===== src/lkvt_pkg.sv =====
// Shared types and constants for the linear key-value table.
package lkvt_pkg;

  localparam int CAPACITY = 16;
  localparam int KEY_W    = 64;
  localparam int VAL_W    = 32;
  localparam int OP_W     = 2;
  localparam int CNT_OUT_W = 5;
  localparam int COUNT_W  = $clog2(CAPACITY + 1);
  localparam int SLOT_W   = (CAPACITY > 1) ? $clog2(CAPACITY) : 1;

  typedef enum logic [OP_W-1:0] {
    OP_GET = 2'd0,
    OP_SET = 2'd1,
    OP_DEL = 2'd2
  } op_e;

  localparam logic ST_OK   = 1'b0;
  localparam logic ST_FULL = 1'b1;

  typedef struct packed {
    logic [OP_W-1:0]  operation;
    logic [KEY_W-1:0] key;
    logic [VAL_W-1:0] value_in;
  } req_t;

  typedef struct packed {
    logic                 found;
    logic [VAL_W-1:0]     value_out;
    logic                 status;
    logic [CNT_OUT_W-1:0] entry_count;
  } rsp_t;

  // Controller to datapath commands.
  typedef struct packed {
    logic load;
    logic search;
    logic del_read;
    logic del_write;
    logic finish;
  } cmd_t;

  // Datapath to controller status.
  typedef struct packed {
    logic search_done;
    logic del_hit;
  } sts_t;

endpackage


===== src/lkvt_ctrl.sv =====
// Sequencing state machine of the linear key-value table.
module lkvt_ctrl (
  input  logic          clk_i,
  input  logic          rst_ni,
  input  logic          start,
  output logic          busy,
  input  lkvt_pkg::sts_t sts_i,
  output lkvt_pkg::cmd_t cmd_o
);
  import lkvt_pkg::*;

  typedef enum logic [4:0] {
    S_IDLE   = 5'b00001,
    S_SEARCH = 5'b00010,
    S_FINISH = 5'b00100,
    S_DEL_RD = 5'b01000,
    S_DEL_WR = 5'b10000
  } state_e;

  state_e state_q, state_d;

  always_ff @(posedge clk_i or negedge rst_ni) begin
    if (!rst_ni) begin
      state_q <= S_IDLE;
    end else begin
      state_q <= state_d;
    end
  end

  always_comb begin
    state_d = state_q;
    cmd_o   = '0;
    case (state_q)
      S_IDLE: begin
        if (start) begin
          cmd_o.load = 1'b1;
          state_d    = S_SEARCH;
        end
      end
      S_SEARCH: begin
        cmd_o.search = 1'b1;
        if (sts_i.search_done) begin
          state_d = sts_i.del_hit ? S_DEL_RD : S_FINISH;
        end
      end
      S_FINISH: begin
        cmd_o.finish = 1'b1;
        state_d      = S_IDLE;
      end
      S_DEL_RD: begin
        cmd_o.del_read = 1'b1;
        state_d        = S_DEL_WR;
      end
      S_DEL_WR: begin
        cmd_o.del_write = 1'b1;
        state_d         = S_IDLE;
      end
      default: begin
        state_d = S_IDLE;
      end
    endcase
  end

  assign busy = (state_q != S_IDLE);

endmodule


===== src/lkvt_datapath.sv =====
// Entry storage, scan pointer, count and result register of the key-value table.
module lkvt_datapath (
  input  logic           clk_i,
  input  logic           rst_ni,
  input  lkvt_pkg::req_t req_i,
  input  lkvt_pkg::cmd_t cmd_i,
  output lkvt_pkg::sts_t sts_o,
  output logic           done_o,
  output lkvt_pkg::rsp_t rsp_o
);
  import lkvt_pkg::*;

  logic [KEY_W-1:0] key_mem [CAPACITY];
  logic [VAL_W-1:0] val_mem [CAPACITY];

  req_t             req_q;
  logic [KEY_W-1:0] key_rd_q;
  logic [VAL_W-1:0] val_rd_q;
  logic [VAL_W-1:0] hit_val_q, hit_val_d;
  logic [SLOT_W-1:0] slot_q, slot_d;
  logic [SLOT_W-1:0] pend_slot_q, pend_slot_d;
  logic [COUNT_W-1:0] iss_q, iss_d;
  logic [COUNT_W-1:0] count_q, count_d;
  logic               pend_q, pend_d;
  logic               hit_q, hit_d;
  logic               done_q;
  rsp_t               rsp_q, rsp_d;

  logic               cmp_hit, more, full;
  logic               rd_en, wr_en;
  logic [SLOT_W-1:0]  rd_addr, wr_addr;
  logic [KEY_W-1:0]   wr_key;
  logic [VAL_W-1:0]   wr_val;
  logic [COUNT_W-1:0] cnt_last;

  assign cmp_hit  = pend_q && (key_rd_q == req_q.key);
  assign more     = (iss_q < count_q);
  assign full     = (count_q == COUNT_W'(CAPACITY));
  assign cnt_last = count_q - COUNT_W'(1);

  assign sts_o.search_done = cmp_hit || !more;
  assign sts_o.del_hit     = cmp_hit && (req_q.operation == OP_DEL);

  // Request register
  always_ff @(posedge clk_i) begin
    if (cmd_i.load) begin
      req_q <= req_i;
    end
  end

  // Scan and result control
  always_comb begin
    iss_d       = iss_q;
    pend_d      = pend_q;
    pend_slot_d = pend_slot_q;
    hit_d       = hit_q;
    slot_d      = slot_q;
    hit_val_d   = hit_val_q;
    count_d     = count_q;
    rsp_d       = rsp_q;
    rd_en       = 1'b0;
    rd_addr     = iss_q[SLOT_W-1:0];
    wr_en       = 1'b0;
    wr_addr     = slot_q;
    wr_key      = key_rd_q;
    wr_val      = val_rd_q;

    if (cmd_i.load) begin
      iss_d  = '0;
      pend_d = 1'b0;
      hit_d  = 1'b0;
    end

    if (cmd_i.search) begin
      if (cmp_hit) begin
        hit_d     = 1'b1;
        slot_d    = pend_slot_q;
        hit_val_d = val_rd_q;
        pend_d    = 1'b0;
      end else if (more) begin
        rd_en       = 1'b1;
        pend_d      = 1'b1;
        pend_slot_d = iss_q[SLOT_W-1:0];
        iss_d       = iss_q + COUNT_W'(1);
      end else begin
        hit_d  = 1'b0;
        pend_d = 1'b0;
      end
    end

    if (cmd_i.del_read) begin
      rd_en   = 1'b1;
      rd_addr = cnt_last[SLOT_W-1:0];
    end

    if (cmd_i.del_write) begin
      // Move the last entry into the freed slot.
      wr_en   = 1'b1;
      wr_addr = slot_q;
      count_d = cnt_last;
      rsp_d.found       = 1'b1;
      rsp_d.value_out   = '0;
      rsp_d.status      = ST_OK;
      rsp_d.entry_count = CNT_OUT_W'(cnt_last);
    end

    if (cmd_i.finish) begin
      rsp_d.found     = 1'b0;
      rsp_d.value_out = '0;
      rsp_d.status    = ST_OK;
      if (req_q.operation == OP_GET) begin
        rsp_d.found = hit_q;
        if (hit_q) begin
          rsp_d.value_out = hit_val_q;
        end
      end else if (req_q.operation == OP_SET) begin
        wr_val = req_q.value_in;
        wr_key = req_q.key;
        if (hit_q) begin
          rsp_d.found = 1'b1;
          wr_en       = 1'b1;
          wr_addr     = slot_q;
        end else if (full) begin
          rsp_d.status = ST_FULL;
        end else begin
          wr_en   = 1'b1;
          wr_addr = count_q[SLOT_W-1:0];
          count_d = count_q + COUNT_W'(1);
        end
      end
      rsp_d.entry_count = CNT_OUT_W'(count_d);
    end
  end

  // Entry memories: one read and one write port
  always_ff @(posedge clk_i) begin
    if (rd_en) begin
      key_rd_q <= key_mem[rd_addr];
      val_rd_q <= val_mem[rd_addr];
    end
    if (wr_en) begin
      val_mem[wr_addr] <= wr_val;
      // A set that updates a present key keeps the stored key.
      if (!(cmd_i.finish && hit_q)) begin
        key_mem[wr_addr] <= wr_key;
      end
    end
  end

  always_ff @(posedge clk_i) begin
    pend_slot_q <= pend_slot_d;
    slot_q      <= slot_d;
    hit_val_q   <= hit_val_d;
    rsp_q       <= rsp_d;
  end

  always_ff @(posedge clk_i or negedge rst_ni) begin
    if (!rst_ni) begin
      iss_q   <= '0;
      pend_q  <= 1'b0;
      hit_q   <= 1'b0;
      count_q <= '0;
      done_q  <= 1'b0;
    end else begin
      iss_q   <= iss_d;
      pend_q  <= pend_d;
      hit_q   <= hit_d;
      count_q <= count_d;
      done_q  <= cmd_i.finish || cmd_i.del_write;
    end
  end

  assign done_o = done_q;
  assign rsp_o  = rsp_q;

endmodule


===== src/linear_key_value_table.sv =====
// Top level of the linear key-value table: controller plus datapath.
//
// Usage: raise start with a request on req_i (operation, key, value_in)
// while busy is low; the transaction is taken at that clock edge and busy
// rises in the next cycle. Operations are get, set (update or append) and
// delete (the last entry is moved into the freed slot). Any other code is
// a no-op that still reports the count.
// Exactly one result per request appears on rsp_o, flagged by done_o
// for a single cycle. The receiver cannot stall: sample it in that cycle.
// Scan: the scan reads one stored entry per cycle through the single
// read port of the entry memory and compares it in the next cycle. It
// stops at the first hit or after the last stored entry; a delete hit
// adds a step that reads the last entry and moves it into the freed slot.
// busy is already low in the cycle done_o is shown, so the next request
// may be accepted at the edge that ends the result cycle.
// Reset (rst_ni low, asynchronous) empties the table: the count returns
// to zero and no result is pending. No clearing pass is needed since only
// slots below the count are ever read.
module linear_key_value_table (
  input  logic           clk_i,
  input  logic           rst_ni,
  input  logic           start,
  output logic           busy,
  input  lkvt_pkg::req_t req_i,
  output logic           done_o,
  output lkvt_pkg::rsp_t rsp_o
);
  import lkvt_pkg::*;

  cmd_t cmd;
  sts_t sts;

  // Sequence each transaction: load, scan, then finish or move the last entry.
  lkvt_ctrl u_ctrl (
    .clk_i  (clk_i),
    .rst_ni (rst_ni),
    .start  (start),
    .busy   (busy),
    .sts_i  (sts),
    .cmd_o  (cmd)
  );

  // Hold the entries, the count and the registered result.
  lkvt_datapath u_dp (
    .clk_i  (clk_i),
    .rst_ni (rst_ni),
    .req_i  (req_i),
    .cmd_i  (cmd),
    .sts_o  (sts),
    .done_o (done_o),
    .rsp_o  (rsp_o)
  );

endmodule


===== config.mk =====
export PLATFORM = sky130hd
export DESIGN_NAME = linear_key_value_table
export DESIGN_NICKNAME = d
export VERILOG_FILES = /design/src/lkvt_pkg.sv /design/src/lkvt_ctrl.sv /design/src/lkvt_datapath.sv /design/src/linear_key_value_table.sv
export SDC_FILE = /design/constraint.sdc
export NUM_CORES = 2
export LEC_CHECK = 0
export ABC_AREA = 1
export ABC_CLOCK_PERIOD_IN_PS = 13000
export BUFFER_PORTS_ARGS = -buffer_cell sky130_fd_sc_hd__buf_2
export CORE_ASPECT_RATIO = 1.5
export CORE_MARGIN = 2
export CORE_UTILIZATION = 50
export CTS_BUF_LIST = sky130_fd_sc_hd__clkbuf_4
export CTS_CLUSTER_DIAMETER = 200
export DETAILED_ROUTE_END_ITERATION = 16
export GPL_TIMING_DRIVEN = 0
export PLACE_DENSITY = 0.71
export SLEW_MARGIN = 30
export SYNTH_ARGS = -nofsm -noshare
export SYNTH_HDL_FRONTEND = slang
export SYNTH_HIERARCHICAL = 1
export SYNTH_SLANG_ARGS = --single-unit
export TNS_END_PERCENT = 1

===== constraint.sdc =====
create_clock -name clk_i -period 13 [get_ports clk_i]
set_clock_uncertainty 0.1 [all_clocks]
set_input_delay 0 -clock clk_i [delete_from_list [all_inputs] [get_ports clk_i]]
set_output_delay 0 -clock clk_i [all_outputs]
set_load 0.005 [all_outputs]

Word level (Yosys, flattened, before mapping):

Memories as Yosys holds them, arrays and structs flattened. A register that Yosys moved wholly into a read port is not among the register bits.
Cells that the tools add are included.

* equal/unequal tests: 12
* add/subtract/negate cells: 3
* bitwise operators: 1
* reductions and logical operators: 12
* muxes and demuxes: 64
* $lt $le $gt $ge: 1

Operators with widths (count)
* $mux W64: 3
* $mux W32: 5
* $mux W39: 2
* $eq A64 B64 Y1: 1
* $mux W5: 12
* $mux W1: 34
* $mux W4: 7
* $pmux W5 S3: 1
* $add A5 B1 Y5 const B: 2
* $eq A5 B5 Y1 const B: 2
* $eq A5 B1 Y1 const B: 1
* $eq A5 B2 Y1 const B: 1
* $eq A5 B3 Y1 const B: 1
* $eq A5 B4 Y1 const B: 1
* $lt A5 B5 Y1: 1
* $ne A5 B1 Y1 const B: 1
* $sub A5 B1 Y5 const B: 1
* $ne A2 B2 Y1 const B: 2
* $reduce_and A2 Y1: 2
* $reduce_bool A2 Y1: 2
* $logic_and A1 B1 Y1: 3
* $reduce_and A3 Y1: 1
* $eq A2 B1 Y1 const B: 1
* $eq A2 B2 Y1 const B: 1
* other kinds (4): 5

* memories: 2
* bits in writable memories: 1536
* logic and storage cells: 111
* output and inout port bits: 41
* register bits: 195

Memory list
* u_dp.key_mem: words 16, width 64, read ports 1, clocked after Yosys merged registers in 1, wr ports 1, line lkvt_datapath.sv:13 `logic [KEY_W-1:0] key_mem [CAPACITY];`
* u_dp.val_mem: words 16, width 32, read ports 1, clocked after Yosys merged registers in 1, wr ports 1, line lkvt_datapath.sv:14 `logic [VAL_W-1:0] val_mem [CAPACITY];`

Longest topological paths before layout:

* depth in word-level cells: 10
* depth in mapped cells: 14
* gate-level depth less buffers: 14

By module:

Netlist, hierarchy kept.

By module, submodules not included
* lkvt_datapath: area an instance 71419.7 um2, seq. area each 54647.4 um2, times used 1, cells an instance 5162
* lkvt_ctrl: area an instance 280.3 um2, seq. area each 126.4 um2, times used 1, cells an instance 35

Worst setup path after synthesis:

OpenSTA, ideal clock, no wires.

* path type: reg-to-reg
* from: register u_ctrl.state_q[1]
* to: memory u_dp.key_mem[0][0] (enable)
* arrival time: 6.215 ns
* setup slack: 6.120 ns
* setup time: 0.564 ns
* path buffers: 0
* period minus slack after synthesis: 6.880 ns
* stages on the path, launching flop included: 10
* cells stage by stage: dfrtp_1 inv_2 nand2_1 nor4_1 inv_1 nor2_8 inv_2 a22oi_1 nand2_2 nor3_1

RTL lines
* from (decl): line lkvt_ctrl.sv:20 `state_e state_q, state_d;`
* from (signal assigned): line lkvt_ctrl.sv:26 `state_q <= state_d;`
* to (decl): line lkvt_datapath.sv:13

==> flow_summary.json <==
{
  "cap_violations": 0,
  "synth_warnings": 6,
  "cell_area_after_synthesis_mm2": 0.0717,
  "synth_seq_cells": 1827,
  "crit_path_max_incr_delay_ps": 720,
  "final_layout_size_suffix_gt1_frac": 0.203,
  "crit_path_capture_type": "flop",
  "final_cell_mix": "1,809 x sky130_fd_sc_hd__edfxtp_1, 865 x sky130_fd_sc_hd__nor2_1, 672 x sky130_fd_sc_hd__o21ai_0",
  "synth-edff-count": 1809,
  "die-height_um": 468,
  "die_width_um": 313,
  "global_route_met2_usage": 0.515,
  "timing.critical_path.arrival_ps": 6660,
  "port_buffers": 141,
  "wirelength_um": 236000,
  "vdd_ir_drop_max_mv": 0.119,
  "timing.hold.worst.class": "input port to async pin",
  "timing_worst_slew_pin_value_ps": 1110,
  "cp_top_family": "simple AND/OR/NAND/NOR gates",
  "cts_inserted_buffers": 427,
  "routed-via-count": 52700,
  "drt.antenna.violating_nets": 0,
  "grt_pass1_vias": 52000,
  "finalHoldViolCount": 0,
  "p_int_mw": 9.88,
  "min_period_over_period": 0.439,
  "synthArstFlopShare": 0.00985,
  "synthesized_netlist_cell_count": 5197,
  "drt-initial-drc-count": 8007,
  "dpl.hpwl_um": 157000,
  "synth_largest_area_cell": "sky130_fd_sc_hd__edfxtp_1",
  "io_count": 142,
  "ys_top_cells_by_area": "sky130_fd_sc_hd__edfxtp_1 76%, sky130_fd_sc_hd__o21ai_0 5.1%, sky130_fd_sc_hd__nor2_1 4.6%, sky130_fd_sc_hd__o221ai_1 3.4%, sky130_fd_sc_hd__nand2_1 1.9%",
  "cts-htree-levels": 5,
  "area.growth.synth_to_final_pct": 20.3,
  "insertion_delay_ps": 1370,
  "fill_cells": 10700,
  "synth_sequential_area_ratio": 0.764,
  "powerDensity_mw_per_mm2": 166,
  "initial_utilization": 0.502,
  "max_freq_mhz": 175,
  "netsw_mw": 4.44,
  "worstSetupPathType": "flop to flop",
  "mappedNetlistNets": 5306,
  "root_buffer": "sky130_fd_sc_hd__clkbuf_4",
  "layout.cells.most_common": "sky130_fd_sc_hd__edfxtp_1",
  "placement_rows": 170,
  "switching_share": 0.310,
  "core_area_mm2": 0.143,
  "drt_first_pass_iters": 7,
  "path_clk_slew_ps": 70,
  "utilization_of_the_core_after_routing": 0.604,
  "final.min_clock_period_ps": 5710,
  "synth_largest_type_area_fraction": 0.758,
  "globalRouteMet1Util": 0.365,
  "cts-root-to-sink-buffers": 4,
  "required_ps": 13950,
  "cts_tree": "yes",
  "crit_path_max_fanout": 8,
  "timing_max_transition_violations_final": 0,
  "drcViolationCount": 0,
  "number_of_antenna_violations_at_the_first_check_in_global_routing": 12,
  "clock_sink_count": 1827,
  "timing.critical_path.mode_cell": "sky130_fd_sc_hd__buf_4",
  "final-setup-viol-count": 0,
  "syn_area_per_cell_um2": 13.8,
  "gr_layer_usage_met3": 0.0867,
  "grt_max_degree": 40,
  "relSlewSlack": 0.262,
  "leakage_power_nw": 30.0,
  "timing.critical_path.from_type": "flop",
  "power.share.sequential": 0.492,
  "die_area_mm2": 0.147,
  "power.combinational.fraction": 0.194,
  "gp_congestion": 1.01,
  "nNetsFinal": 6427,
  "critPathBufInv": 9,
  "detail_route.wl_per_cell_um": 27.6,
  "track_usage": 0.318,
  "tns_ps": 0,
  "vias_per_cell": 6.16,
  "status": "finished clean",
  "clock_power_share": 0.314,
  "postSynth.topFlopCell": "sky130_fd_sc_hd__edfxtp_1",
  "global_route_wire_length_before_repair_um": 335000,
  "grt_overflow_total": 0,
  "worstPathCellList": "inv_2, nand2_1, nor4_1, nand2_1, o21ai_1, nand2_1, nor3_2, buf_4, buf_4, buf_4, buf_6, buf_4, buf_4, buf_6, buf_4",
  "yosysUniqueCellTypes": 45,
  "grt_setup_unrepaired": "false",
  "global_route.peak_usage_layer": "met2",
  "postCtsSetupBuffers": 0,
  "slowest_stage_cell_crit_path": "sky130_fd_sc_hd__nor3_2"
}
-- logic make-up (layout without fill, tap and decap cells) --
kind of cell / after synthesis / after routing / synth area share
XOR/XNOR: 22 / 22 / 0.00279
other: 0 / 21 / 0
multiplexers: 43 / 43 / 0.00675
buffers and inverters: 519 / 1954 / 0.0305
adder cells (fa/ha/maj): 8 / 8 / 0.00140
flip-flops: 1827 / 1827 / 0.764
AO/OA/AOI/OAI: 1347 / 1347 / 0.115
AND/OR/NAND/NOR: 1431 / 1431 / 0.0797
-- state kept, by name, indices dropped and copies added (netlist names) --
register / flops
u_dp/req_q: 98
u_dp/pend_q: 1
u_dp/done_o: 1
u_ctrl/state_q: 5
u_dp/val_mem: 512
u_dp/hit_val_q: 32
u_dp/key_mem: 1024
u_dp/pend_slot_q: 4
u_dp/hit_q: 1
u_dp/key_rd_q: 64
u_dp/val_rd_q: 32
u_dp/count_q: 5
u_dp/iss_q: 5
u_dp/rsp_o: 39
u_dp/slot_q: 4
-- stage by stage --
stage,instance area [µm²],hold WS [ps],setup slack [ps],cells,power (mW)
2_1_floorplan,71700,-396,6120,5197,8.54
3_3_place_gp,74800,-131,-414,7230,9.63
3_5_place_dp,77900,-136,7490,7480,9.74
4_1_cts,86100,70.8,7430,8523,14.2
5_1_grt,86200,150,7120,8530,14.8
6_report,86300,174,7290,8545,14.3
-- power by group through the flow --
stage | Clock [mW] | Sequential [mW] | Combinational (mW)
2_1_floorplan | 0 | 7.11 | 1.43
5_1_grt | 4.84 | 7.04 | 2.92
3_3_place_gp | 0 | 7.21 | 2.42
3_5_place_dp | 0 | 7.16 | 2.59
4_1_cts | 4.54 | 7.03 | 2.66
6_report | 4.49 | 7.04 | 2.78
-- worst paths after layout --
path / from / to / slack (ps) / depth (start not counted)
setup / recovery: u_ctrl/state_q[1]$_DFFE_PN0P_ / u_dp/key_mem[2][1]$_DFFE_PP_ / 7290 / 15
hold / removal: rst_ni / u_dp/hit_q$_DFF_PN0_ / 170 / 5
setup reg to reg: u_ctrl/state_q[1]$_DFFE_PN0P_ / u_dp/key_mem[2][1]$_DFFE_PP_ / 7290 / 15
hold reg to reg: u_dp/val_rd_q[17]$_DFFE_PP_ / u_dp/hit_val_q[17]$_DFFE_PP_ / 320 / 0
max in group asynchronous: rst_ni / u_dp/count_q[0]$_DFF_PN0_ / 12240 / 5
min in group clk_i: start / u_dp/req_q[97]$_DFFE_PP_ / 200 / 5
-- metal layers --
layer	vias to the layer above	wire length, µm
met5	-	55
met4	8	18000
met3	958	29300
met2	4263	112000
met1	25400	76500
li1	22100	-
-- what timing repair did --
| item | CTS | global route |
|---|---|---|
| resized for setup | 0 | 0 |
| hold buffers | 300 | 1 |
| hold endpoints to repair | 225 | 18 |
-- cells in the mapped netlist (all sizes together), types with 3 or more instances --
master / instances
edfxtp: 1809
a21oi: 4
o211ai: 107
xor2: 10
mux2: 43
ha: 8
clkinv: 3
clkbuf: 184
xnor2: 12
o22ai: 103
nand4: 21
dfrtp: 17
o221ai: 282
nor4: 6
inv: 179
or2: 3
nand3: 114
nor2: 887
nor3: 23
nand2: 373
o21ai: 846
buf: 153
-- cell type report --
cell class                 count  area, µm²  area share
inverter                     182        686     0.00795
clock inverter               138        714     0.00828
timing repair buffer         692       6490      0.0752
antenna                       21       52.6    0.000609
clock buffer                 605       4540      0.0527
sequential                  1827      54800       0.635
buffer                       337       1510      0.0175
tap                         1892       2370      0.0274
multi-input combinational   2851      15100       0.175
-- worst register-to-register path: stages, from the launching register on --
cell and delay [ps]:
sky130_fd_sc_hd__dfrtp_1 430, sky130_fd_sc_hd__inv_2 80, sky130_fd_sc_hd__nand2_1 70, sky130_fd_sc_hd__nor4_1 700, sky130_fd_sc_hd__nand2_1 700, sky130_fd_sc_hd__o21ai_1 540, sky130_fd_sc_hd__nand2_1 470, sky130_fd_sc_hd__nor3_2 720
sky130_fd_sc_hd__buf_4 320, sky130_fd_sc_hd__buf_4 190, sky130_fd_sc_hd__buf_4 190, sky130_fd_sc_hd__buf_6 170, sky130_fd_sc_hd__buf_4 190, sky130_fd_sc_hd__buf_4 200, sky130_fd_sc_hd__buf_6 160, sky130_fd_sc_hd__buf_4 160
Power figures use the tool's default switching activity.
